`src/rtl/b64d_pkg.sv`:
```
// b64d_pkg: shared types, constants and the symbol classifier for the base64 decoder
// depends on nothing; used by b64d_front, b64d_back and base64_to_word_decoder
package b64d_pkg;

  // default sizes
  localparam int MAX_WORDS_DEF   = 4096;
  localparam int LAYER_COUNT_DEF = 16;
  localparam int QUEUE_DEPTH     = 2;

  // field widths
  localparam int CHAR_W  = 8;
  localparam int LAYER_W = 4;
  localparam int SYM_W   = 6;
  localparam int WORD_W  = 32;
  localparam int WIDX_W  = 12;

  // ascii codes of the alphabet bounds
  localparam logic [7:0] CH_UP_A  = 8'h41;
  localparam logic [7:0] CH_UP_Z  = 8'h5a;
  localparam logic [7:0] CH_LO_A  = 8'h61;
  localparam logic [7:0] CH_LO_Z  = 8'h7a;
  localparam logic [7:0] CH_DIG_0 = 8'h30;
  localparam logic [7:0] CH_DIG_9 = 8'h39;
  localparam logic [7:0] CH_PLUS  = 8'h2b;
  localparam logic [7:0] CH_SLASH = 8'h2f;

  // symbol values of the special characters
  localparam logic [5:0] SYM_LO_BASE  = 6'd26;
  localparam logic [5:0] SYM_DIG_BASE = 6'd52;
  localparam logic [5:0] SYM_PLUS     = 6'd62;
  localparam logic [5:0] SYM_SLASH    = 6'd63;

  // classified character
  typedef struct packed {
    logic             is_sym;
    logic [SYM_W-1:0] val;
  } sym_class_t;

  // beat from front to back
  typedef struct packed {
    logic               is_sym;
    logic [SYM_W-1:0]   sym;
    logic [LAYER_W-1:0] layer;
    logic               first;
    logic               last;
  } sym_beat_t;

  // result beat
  typedef struct packed {
    logic [WORD_W-1:0]  tile_word;
    logic [WIDX_W-1:0]  word_index;
    logic [LAYER_W-1:0] layer_out;
    logic               word_valid;
    logic               end_of_text;
    logic               overflow;
  } result_t;

  // map an ascii code to its 6-bit symbol; is_sym low ends decoding
  function automatic sym_class_t classify(input logic [CHAR_W-1:0] c);
    sym_class_t r;
    r.is_sym = 1'b1;
    r.val    = '0;
    priority if (c >= CH_UP_A && c <= CH_UP_Z) begin
      r.val = 6'(c - CH_UP_A);
    end else if (c >= CH_LO_A && c <= CH_LO_Z) begin
      r.val = 6'(c - CH_LO_A) + SYM_LO_BASE;
    end else if (c >= CH_DIG_0 && c <= CH_DIG_9) begin
      r.val = 6'(c - CH_DIG_0) + SYM_DIG_BASE;
    end else if (c == CH_PLUS) begin
      r.val = SYM_PLUS;
    end else if (c == CH_SLASH) begin
      r.val = SYM_SLASH;
    end else begin
      r.is_sym = 1'b0;
    end
    return r;
  endfunction

endpackage

```
`src/rtl/b64d_fifo.sv`:
```
// b64d_fifo: small register-based show-ahead queue, parameterized width and depth
// depends on nothing; instanced between front and back and on the result side
module b64d_fifo #(
  parameter int WIDTH = 8,
  parameter int DEPTH = 2
) (
  input  logic             clk,
  input  logic             rst_n,
  input  logic             push,
  input  logic [WIDTH-1:0] wdata,
  output logic             full,
  input  logic             pop,
  output logic [WIDTH-1:0] rdata,
  output logic             empty
);

  localparam int PW = (DEPTH > 1) ? $clog2(DEPTH) : 1;
  localparam int CW = $clog2(DEPTH + 1);

  logic [WIDTH-1:0] mem_r [DEPTH];
  logic [PW-1:0]    wr_ptr_r, wr_ptr_nxt;
  logic [PW-1:0]    rd_ptr_r, rd_ptr_nxt;
  logic [CW-1:0]    count_r, count_nxt;
  logic             do_push, do_pop;

  assign full    = (count_r == CW'(DEPTH));
  assign empty   = (count_r == '0);
  assign do_push = push && !full;
  assign do_pop  = pop && !empty;
  assign rdata   = mem_r[rd_ptr_r];

  // pointer and count update
  always_comb begin
    wr_ptr_nxt = wr_ptr_r;
    rd_ptr_nxt = rd_ptr_r;
    count_nxt  = count_r;
    if (do_push) begin
      wr_ptr_nxt = (wr_ptr_r == PW'(DEPTH - 1)) ? '0 : wr_ptr_r + 1'b1;
    end
    if (do_pop) begin
      rd_ptr_nxt = (rd_ptr_r == PW'(DEPTH - 1)) ? '0 : rd_ptr_r + 1'b1;
    end
    if (do_push && !do_pop) begin
      count_nxt = count_r + 1'b1;
    end else if (do_pop && !do_push) begin
      count_nxt = count_r - 1'b1;
    end
  end

  always_ff @(posedge clk) begin
    if (!rst_n) begin
      wr_ptr_r <= '0;
      rd_ptr_r <= '0;
      count_r  <= '0;
    end else begin
      wr_ptr_r <= wr_ptr_nxt;
      rd_ptr_r <= rd_ptr_nxt;
      count_r  <= count_nxt;
    end
  end

  // storage, no reset
  always_ff @(posedge clk) begin
    if (do_push) begin
      mem_r[wr_ptr_r] <= wdata;
    end
  end

endmodule

```
`src/rtl/b64d_front.sv`:
```
// b64d_front: accepts characters, classifies them and clamps the layer number
// depends on b64d_pkg
module b64d_front #(
  parameter int LAYER_COUNT = b64d_pkg::LAYER_COUNT_DEF
) (
  input  logic [b64d_pkg::CHAR_W-1:0]  char_code,
  input  logic [b64d_pkg::LAYER_W-1:0] layer_sel,
  input  logic                         first_char,
  input  logic                         last_char,
  output b64d_pkg::sym_beat_t          beat
);

  b64d_pkg::sym_class_t cls;
  logic [8:0]           layer_wide;

  // symbol lookup
  assign cls = b64d_pkg::classify(char_code);

  // layer clamp to the last layer
  assign layer_wide = 9'(layer_sel);

  always_comb begin
    beat.is_sym = cls.is_sym;
    beat.sym    = cls.val;
    beat.first  = first_char;
    beat.last   = last_char;
    if (layer_wide >= 9'(LAYER_COUNT)) begin
      beat.layer = b64d_pkg::LAYER_W'(LAYER_COUNT - 1);
    end else begin
      beat.layer = layer_sel;
    end
  end

endmodule

```
`src/rtl/b64d_back.sv`:
```
// b64d_back: rebuilds bytes from sextets, packs words and forms result beats
// depends on b64d_pkg
module b64d_back #(
  parameter int MAX_WORDS = b64d_pkg::MAX_WORDS_DEF
) (
  input  logic                clk,
  input  logic                rst_n,
  input  b64d_pkg::sym_beat_t beat,
  input  logic                beat_empty,
  output logic                beat_pop,
  input  logic                res_full,
  output logic                res_push,
  output b64d_pkg::result_t   res
);

  localparam int IDX_W = $clog2(MAX_WORDS + 1);
  localparam int IW    = (IDX_W > b64d_pkg::WIDX_W) ? IDX_W : b64d_pkg::WIDX_W;

  logic [1:0]       phase_r, phase_nxt;
  logic [7:0]       pbyte_r, pbyte_nxt;
  logic [1:0]       biw_r, biw_nxt;
  logic [23:0]      acc_r, acc_nxt;
  logic [IDX_W-1:0] idx_r, idx_nxt;
  logic             stopped_r, stopped_nxt;
  logic             ovf_r, ovf_nxt;

  logic             emit;
  logic             have_word;
  logic             valid;
  logic             got;
  logic [7:0]       b;
  logic [31:0]      word;
  logic [IDX_W-1:0] widx;
  logic [IW-1:0]    widx_wide;

  // take a beat whenever the result queue has room
  assign beat_pop = !beat_empty && !res_full;
  assign res_push = beat_pop && emit;

  // decode step
  always_comb begin
    phase_nxt   = phase_r;
    pbyte_nxt   = pbyte_r;
    biw_nxt     = biw_r;
    acc_nxt     = acc_r;
    idx_nxt     = idx_r;
    stopped_nxt = stopped_r;
    ovf_nxt     = ovf_r;
    have_word   = 1'b0;
    valid       = 1'b0;
    got         = 1'b0;
    b           = '0;
    word        = '0;
    widx        = '0;

    // new text clears everything first
    if (beat.first) begin
      phase_nxt   = '0;
      pbyte_nxt   = '0;
      biw_nxt     = '0;
      acc_nxt     = '0;
      idx_nxt     = '0;
      stopped_nxt = 1'b0;
      ovf_nxt     = 1'b0;
    end

    if (!stopped_nxt) begin
      if (!beat.is_sym) begin
        stopped_nxt = 1'b1;
      end else begin
        unique case (phase_nxt)
          2'd0: begin
            pbyte_nxt = {beat.sym, 2'b00};
          end
          2'd1: begin
            b         = pbyte_nxt | {6'b0, beat.sym[5:4]};
            pbyte_nxt = {beat.sym[3:0], 4'b0};
            got       = 1'b1;
          end
          2'd2: begin
            b         = pbyte_nxt | {4'b0, beat.sym[5:2]};
            pbyte_nxt = {beat.sym[1:0], 6'b0};
            got       = 1'b1;
          end
          default: begin
            b         = pbyte_nxt | {2'b0, beat.sym};
            pbyte_nxt = '0;
            got       = 1'b1;
          end
        endcase
        phase_nxt = phase_nxt + 2'd1;

        // byte into the word under construction
        if (got) begin
          if (biw_nxt == 2'd3) begin
            if (idx_nxt < IDX_W'(MAX_WORDS)) begin
              have_word = 1'b1;
              word      = {b, acc_nxt};
              widx      = idx_nxt;
              idx_nxt   = idx_nxt + 1'b1;
            end else begin
              ovf_nxt = 1'b1;
            end
            acc_nxt = '0;
            biw_nxt = '0;
          end else begin
            unique case (biw_nxt)
              2'd0:    acc_nxt[7:0]   = b;
              2'd1:    acc_nxt[15:8]  = b;
              default: acc_nxt[23:16] = b;
            endcase
            biw_nxt = biw_nxt + 2'd1;
          end
        end
      end
    end

    valid = have_word;

    // flush of a partial word on the end mark
    if (beat.last && !have_word && biw_nxt != 2'd0) begin
      if (idx_nxt < IDX_W'(MAX_WORDS)) begin
        valid = 1'b1;
        word  = {8'b0, acc_nxt};
        widx  = idx_nxt;
      end else begin
        ovf_nxt = 1'b1;
      end
    end

    if (!valid) begin
      word = '0;
      widx = '0;
    end

    emit = beat.last || have_word;
  end

  // result beat
  assign widx_wide = IW'(widx);

  always_comb begin
    res.tile_word   = word;
    res.word_index  = widx_wide[b64d_pkg::WIDX_W-1:0];
    res.layer_out   = beat.layer;
    res.word_valid  = valid;
    res.end_of_text = beat.last;
    res.overflow    = ovf_nxt;
  end

  // decode state; the end mark clears the text
  always_ff @(posedge clk) begin
    if (!rst_n) begin
      phase_r   <= '0;
      pbyte_r   <= '0;
      biw_r     <= '0;
      acc_r     <= '0;
      idx_r     <= '0;
      stopped_r <= 1'b0;
      ovf_r     <= 1'b0;
    end else if (beat_pop) begin
      if (beat.last) begin
        phase_r   <= '0;
        pbyte_r   <= '0;
        biw_r     <= '0;
        acc_r     <= '0;
        idx_r     <= '0;
        stopped_r <= 1'b0;
        ovf_r     <= 1'b0;
      end else begin
        phase_r   <= phase_nxt;
        pbyte_r   <= pbyte_nxt;
        biw_r     <= biw_nxt;
        acc_r     <= acc_nxt;
        idx_r     <= idx_nxt;
        stopped_r <= stopped_nxt;
        ovf_r     <= ovf_nxt;
      end
    end
  end

`ifndef NO_ASSERTIONS
  // word index never passes the store size
  a_idx_bound: assert property (@(posedge clk) disable iff (!rst_n)
    idx_r <= IDX_W'(MAX_WORDS))
    else $error("word index beyond store size");

  // an end mark leaves a clean text behind
  a_clear_after_last: assert property (@(posedge clk) disable iff (!rst_n)
    beat_pop && beat.last |=> idx_r == '0 && biw_r == '0 && !stopped_r && !ovf_r)
    else $error("decode state not cleared after end mark");

  // results only come from a taken beat
  a_push_needs_pop: assert property (@(posedge clk) disable iff (!rst_n)
    res_push |-> beat_pop)
    else $error("result pushed without a beat");

  // a valid word is never emitted once the index is saturated
  a_valid_room: assert property (@(posedge clk) disable iff (!rst_n)
    res_push && res.word_valid && !beat.first |-> idx_r < IDX_W'(MAX_WORDS))
    else $error("word emitted past store size");
`endif

endmodule

```
`src/rtl/base64_to_word_decoder.sv`:
```
// base64_to_word_decoder: top level; front classifier, beat queue, decode back end, result queue
// depends on b64d_pkg, b64d_fifo, b64d_front, b64d_back
//
//  channel   handshake          beat fields
//  input     push / full        in_char_code, in_layer_sel, in_first_char, in_last_char
//  result    pop / empty        out_tile_word, out_word_index, out_layer_out,
//                               out_word_valid, out_end_of_text, out_overflow
//
// one character per cycle sustained while the result side keeps up; an accepted character passes
// through the beat queue, then the result queue, both 2 deep
// the back end takes a beat whenever the result queue is not full; a stalled
// result side fills the result queue, then the beat queue, then raises full
// synchronous active-low reset empties both queues and clears the decode state
module base64_to_word_decoder #(
  parameter int MAX_WORDS   = b64d_pkg::MAX_WORDS_DEF,
  parameter int LAYER_COUNT = b64d_pkg::LAYER_COUNT_DEF
) (
  input  logic                          clk,
  input  logic                          rst_n,
  input  logic                          push,
  output logic                          full,
  input  logic [b64d_pkg::CHAR_W-1:0]   in_char_code,
  input  logic [b64d_pkg::LAYER_W-1:0]  in_layer_sel,
  input  logic                          in_first_char,
  input  logic                          in_last_char,
  output logic                          empty,
  input  logic                          pop,
  output logic [b64d_pkg::WORD_W-1:0]   out_tile_word,
  output logic [b64d_pkg::WIDX_W-1:0]   out_word_index,
  output logic [b64d_pkg::LAYER_W-1:0]  out_layer_out,
  output logic                          out_word_valid,
  output logic                          out_end_of_text,
  output logic                          out_overflow
);

  localparam int BEAT_W = $bits(b64d_pkg::sym_beat_t);
  localparam int RES_W  = $bits(b64d_pkg::result_t);

  b64d_pkg::sym_beat_t front_beat, back_beat;
  b64d_pkg::result_t   back_res, out_res;
  logic [BEAT_W-1:0]   beat_rdata;
  logic [RES_W-1:0]    res_rdata;
  logic                beat_empty, beat_pop;
  logic                res_full, res_push;

  // classify
  b64d_front #(.LAYER_COUNT(LAYER_COUNT)) u_front (
    .char_code  (in_char_code),
    .layer_sel  (in_layer_sel),
    .first_char (in_first_char),
    .last_char  (in_last_char),
    .beat       (front_beat)
  );

  // queue between front and back
  b64d_fifo #(.WIDTH(BEAT_W), .DEPTH(b64d_pkg::QUEUE_DEPTH)) u_beat_q (
    .clk   (clk),
    .rst_n (rst_n),
    .push  (push),
    .wdata (front_beat),
    .full  (full),
    .pop   (beat_pop),
    .rdata (beat_rdata),
    .empty (beat_empty)
  );

  assign back_beat = b64d_pkg::sym_beat_t'(beat_rdata);

  // decode
  b64d_back #(.MAX_WORDS(MAX_WORDS)) u_back (
    .clk        (clk),
    .rst_n      (rst_n),
    .beat       (back_beat),
    .beat_empty (beat_empty),
    .beat_pop   (beat_pop),
    .res_full   (res_full),
    .res_push   (res_push),
    .res        (back_res)
  );

  // result queue
  b64d_fifo #(.WIDTH(RES_W), .DEPTH(b64d_pkg::QUEUE_DEPTH)) u_res_q (
    .clk   (clk),
    .rst_n (rst_n),
    .push  (res_push),
    .wdata (back_res),
    .full  (res_full),
    .pop   (pop),
    .rdata (res_rdata),
    .empty (empty)
  );

  assign out_res         = b64d_pkg::result_t'(res_rdata);
  assign out_tile_word   = out_res.tile_word;
  assign out_word_index  = out_res.word_index;
  assign out_layer_out   = out_res.layer_out;
  assign out_word_valid  = out_res.word_valid;
  assign out_end_of_text = out_res.end_of_text;
  assign out_overflow    = out_res.overflow;

endmodule

```
`config.mk`:
```
export PLATFORM = sky130hd
export DESIGN_NAME = base64_to_word_decoder
export DESIGN_NICKNAME = d
export VERILOG_FILES = /design/src/rtl/b64d_pkg.sv /design/src/rtl/b64d_fifo.sv /design/src/rtl/b64d_front.sv /design/src/rtl/b64d_back.sv /design/src/rtl/base64_to_word_decoder.sv
export SDC_FILE = /design/constraint.sdc
export NUM_CORES = 1
export LEC_CHECK = 0
export BUFFER_PORTS_ARGS = -buffer_cell sky130_fd_sc_hd__buf_2
export CORE_MARGIN = 3
export CORE_UTILIZATION = 30
export DETAILED_ROUTE_END_ITERATION = 6
export PLACE_DENSITY = 0.44
export RECOVER_POWER = 100
export SYNTH_ARGS = -nofsm -noshare
export SYNTH_HDL_FRONTEND = slang
export SYNTH_SLANG_ARGS = --single-unit
```
`constraint.sdc`:
```
create_clock -name clk -period 4.12 [get_ports clk]
set_clock_uncertainty 0.1 [all_clocks]
set_input_delay 0.824 -clock clk [delete_from_list [all_inputs] [get_ports clk]]
set_output_delay 0.824 -clock clk [all_outputs]
set_load 0.1 [all_outputs]
```
==> impl_metrics.ini <==
[synth]
yosysSeqAreaShare_pct = 58.3
synth_cell_types = 71
yosysTopAreaCell = edfxtp_1
synth_flop_cell = edfxtp_1
synthesis.instances = 684
yosys_warnings = 0
postSynthAreaPerCell_um2 = 12.7
ys_ff_latch = 189
synth_area_leaders = edfxtp_1, dfxtp_1, mux2_2
netlist_area_mm2 = 0.00869
synth_edf_count = 128
synth_top_area_share_pct = 44.2
synth_nets = 716
synthArstFlopShare_pct = 0

[clock_tree]
cts_tree = yes
cts_setup_buffers = 0
post_cts_resized = 0
clockRootBuffer = clkbuf_16
clockBufferDepth = 2
hold_buffers = 0
htree_levels = 4
cts_sinks = 189
clk_latency_ns = 0.43
numCtsBuffers = 17
clkSlewWorstSetupHoldPaths_ns = 0.08

[sta]
rsz0062_at_grt = false
timing.fmax_ghz = 0.281
min_period_ns = 3.56
final.setup.tns_ns = 0
tightestPinTransition_ns = 1.22
finalHoldViolations = 0
slew_violations = 0
finalSetupViolations = 0
slew_headroom_pct = 18.9
fin_crit_sh_pct = 86.4

[route]
drt_wl_total_um = 20500
drtIter0Drc = 375
drc_errors = 0
routed_via_density = 4.98
wire_per_inst_um = 17.9
firstDrtPassIters = 5
ant_nets = 0
num_vias = 5696

[worst_setup_path]
max_stage_delay_ns = 0.86
cp.required_ns = 3.20
critical_path.cell_chain = clkbuf_2 > mux2_2 > clkbuf_1
worst-setup-path-type = flop to output port
reg2reg_slack_ns = 0.66
arrival_ns = 2.64
endpoint_kind = output port
cp-start-kind = flop
cp_max_fo = 32
critPathSlowestCell = clkbuf_1
critPathBufInv = 2
crit_family = buffers and inverters

[die]
die_area_mm2 = 0.0311
die_h_um = 176
initial_core_util_pct = 30.9
fp-row-count = 61
die_w_um = 176
pin_count = 71
core_mm2 = 0.0282

[layout]
final_nets = 784
post_route_cells_drive_above_1_share_pct = 18.4
syn_to_final_growth_pct = 14.3
diodes = 0
final_cells = 1143

[placement]
port_buffers = 70
hpwl_um = 14300
place_inst = 1111
gp_congestion = 0.829

[power]
power.leakage_uw = 0.00334
p_per_area_mw_per_mm2 = 737
max-vdd-ir-drop_uv = 289

[grt]
grt_max_degree = 41
track_usage_pct = 13.5
overflow = 0
antenna_found_initial = 0
first_global_vias = 5917
grt_pass1_wl_um = 33100

[run]
maxCapViolations = 0

[min_path]
hp-class = flop to flop

[outcome]
status = finished clean
-- kinds of logic (layout without fill, tap and decap cells) --
kind of cell / count (synthesis) / after routing / synth area share [%]
fa+ha+maj: 14 / 14 / 2.02
compound gates: 178 / 178 / 15.1
buf+inv: 48 / 129 / 2.78
flops: 189 / 189 / 58.3
mux: 69 / 69 / 9.01
xor+xnor: 11 / 11 / 1.11
simple gates: 175 / 175 / 11.7
-- worst paths after layout --
check / start / end / cells past startpoint
min reg2reg: u_back.acc_r[0] / u_back.acc_r[0] / 1
min: u_back.acc_r[0] / u_back.acc_r[0] / 1
max: flop / out_tile_word[17] / 3
max reg2reg: flop / u_res_q.mem_r[1][28] / 6
-- Yosys cell counts, drive strengths merged (10+ instances only) --
cell,count
o21ai,44
buf,14
edfxtp,128
o2bb2ai,10
a21oi,26
ha,14
nor2,31
and2,21
and3,11
mux2,61
inv,15
nor2b,26
dfxtp,61
a22o,36
nand2,32
clkbuf,19
nand3,14
a21boi,10
-- sequential cells by signal, summed over array words and instances (netlist names), 2 cells and up, named ones only --
name and count:
u_res_q.mem_r 102, u_beat_q.mem_r 26, u_back.acc_r 24, u_back.idx_r 13
u_back.pbyte_r 8, u_back.biw_r 2, u_back.phase_r 2, u_beat_q.count_r 2
u_res_q.count_r 2
-- per-stage QoR --
stage	instance area [um2]	power (uW)	util, %	worst slack, ns	hold WS [ns]
finish	9930	7320	35.3	0.561	0.373
global route	9930	7650	35.3	0.335	0.394
global placement	9450	5780	33.6	0.964	0.341
floorplan	8690	5200	-	0.176	0.326
detailed placement	9450	5810	33.6	0.837	0.344
CTS	10100	7490	35.7	0.816	0.373
-- cells in the final DEF (no fill, tap or decap), types with 13 or more instances in the layout --
cell type	count
clkbuf_16	17
clkbuf_1	44
a21oi_1	24
buf_2	13
edfxtp_1	128
ha_1	14
a22o_1	36
nand2_1	32
dfxtp_1	60
nor2_1	31
o21ai_0	40
mux2_2	53
clkbuf_2	19
nor2b_1	26
inv_1	14
-- layout make-up --
cell class,instances,area (um2)
clock buffers,17,425
clock inverters,15,180
fillers,2782,18200
inverters,15,56.3
multi-input cells,447,3340
flip-flops and latches,189,5070
well taps,378,473
repair buffers,82,395
-- power by group --
group,internal [uW],total [uW],switching (uW)
clock network,870,1660,794
logic,603,3210,2610
registers,2350,2440,96.1
-- layer usage --
metal,global-route usage [%],part of all wire (%),up-vias
met2,23.1,49,129
met1,17.3,46,2796
li1,-,-,2746
met3,2.69,3.4,25
met5,0,0,-
met4,4.32,1.7,0
Power figures use the tool's default switching activity.
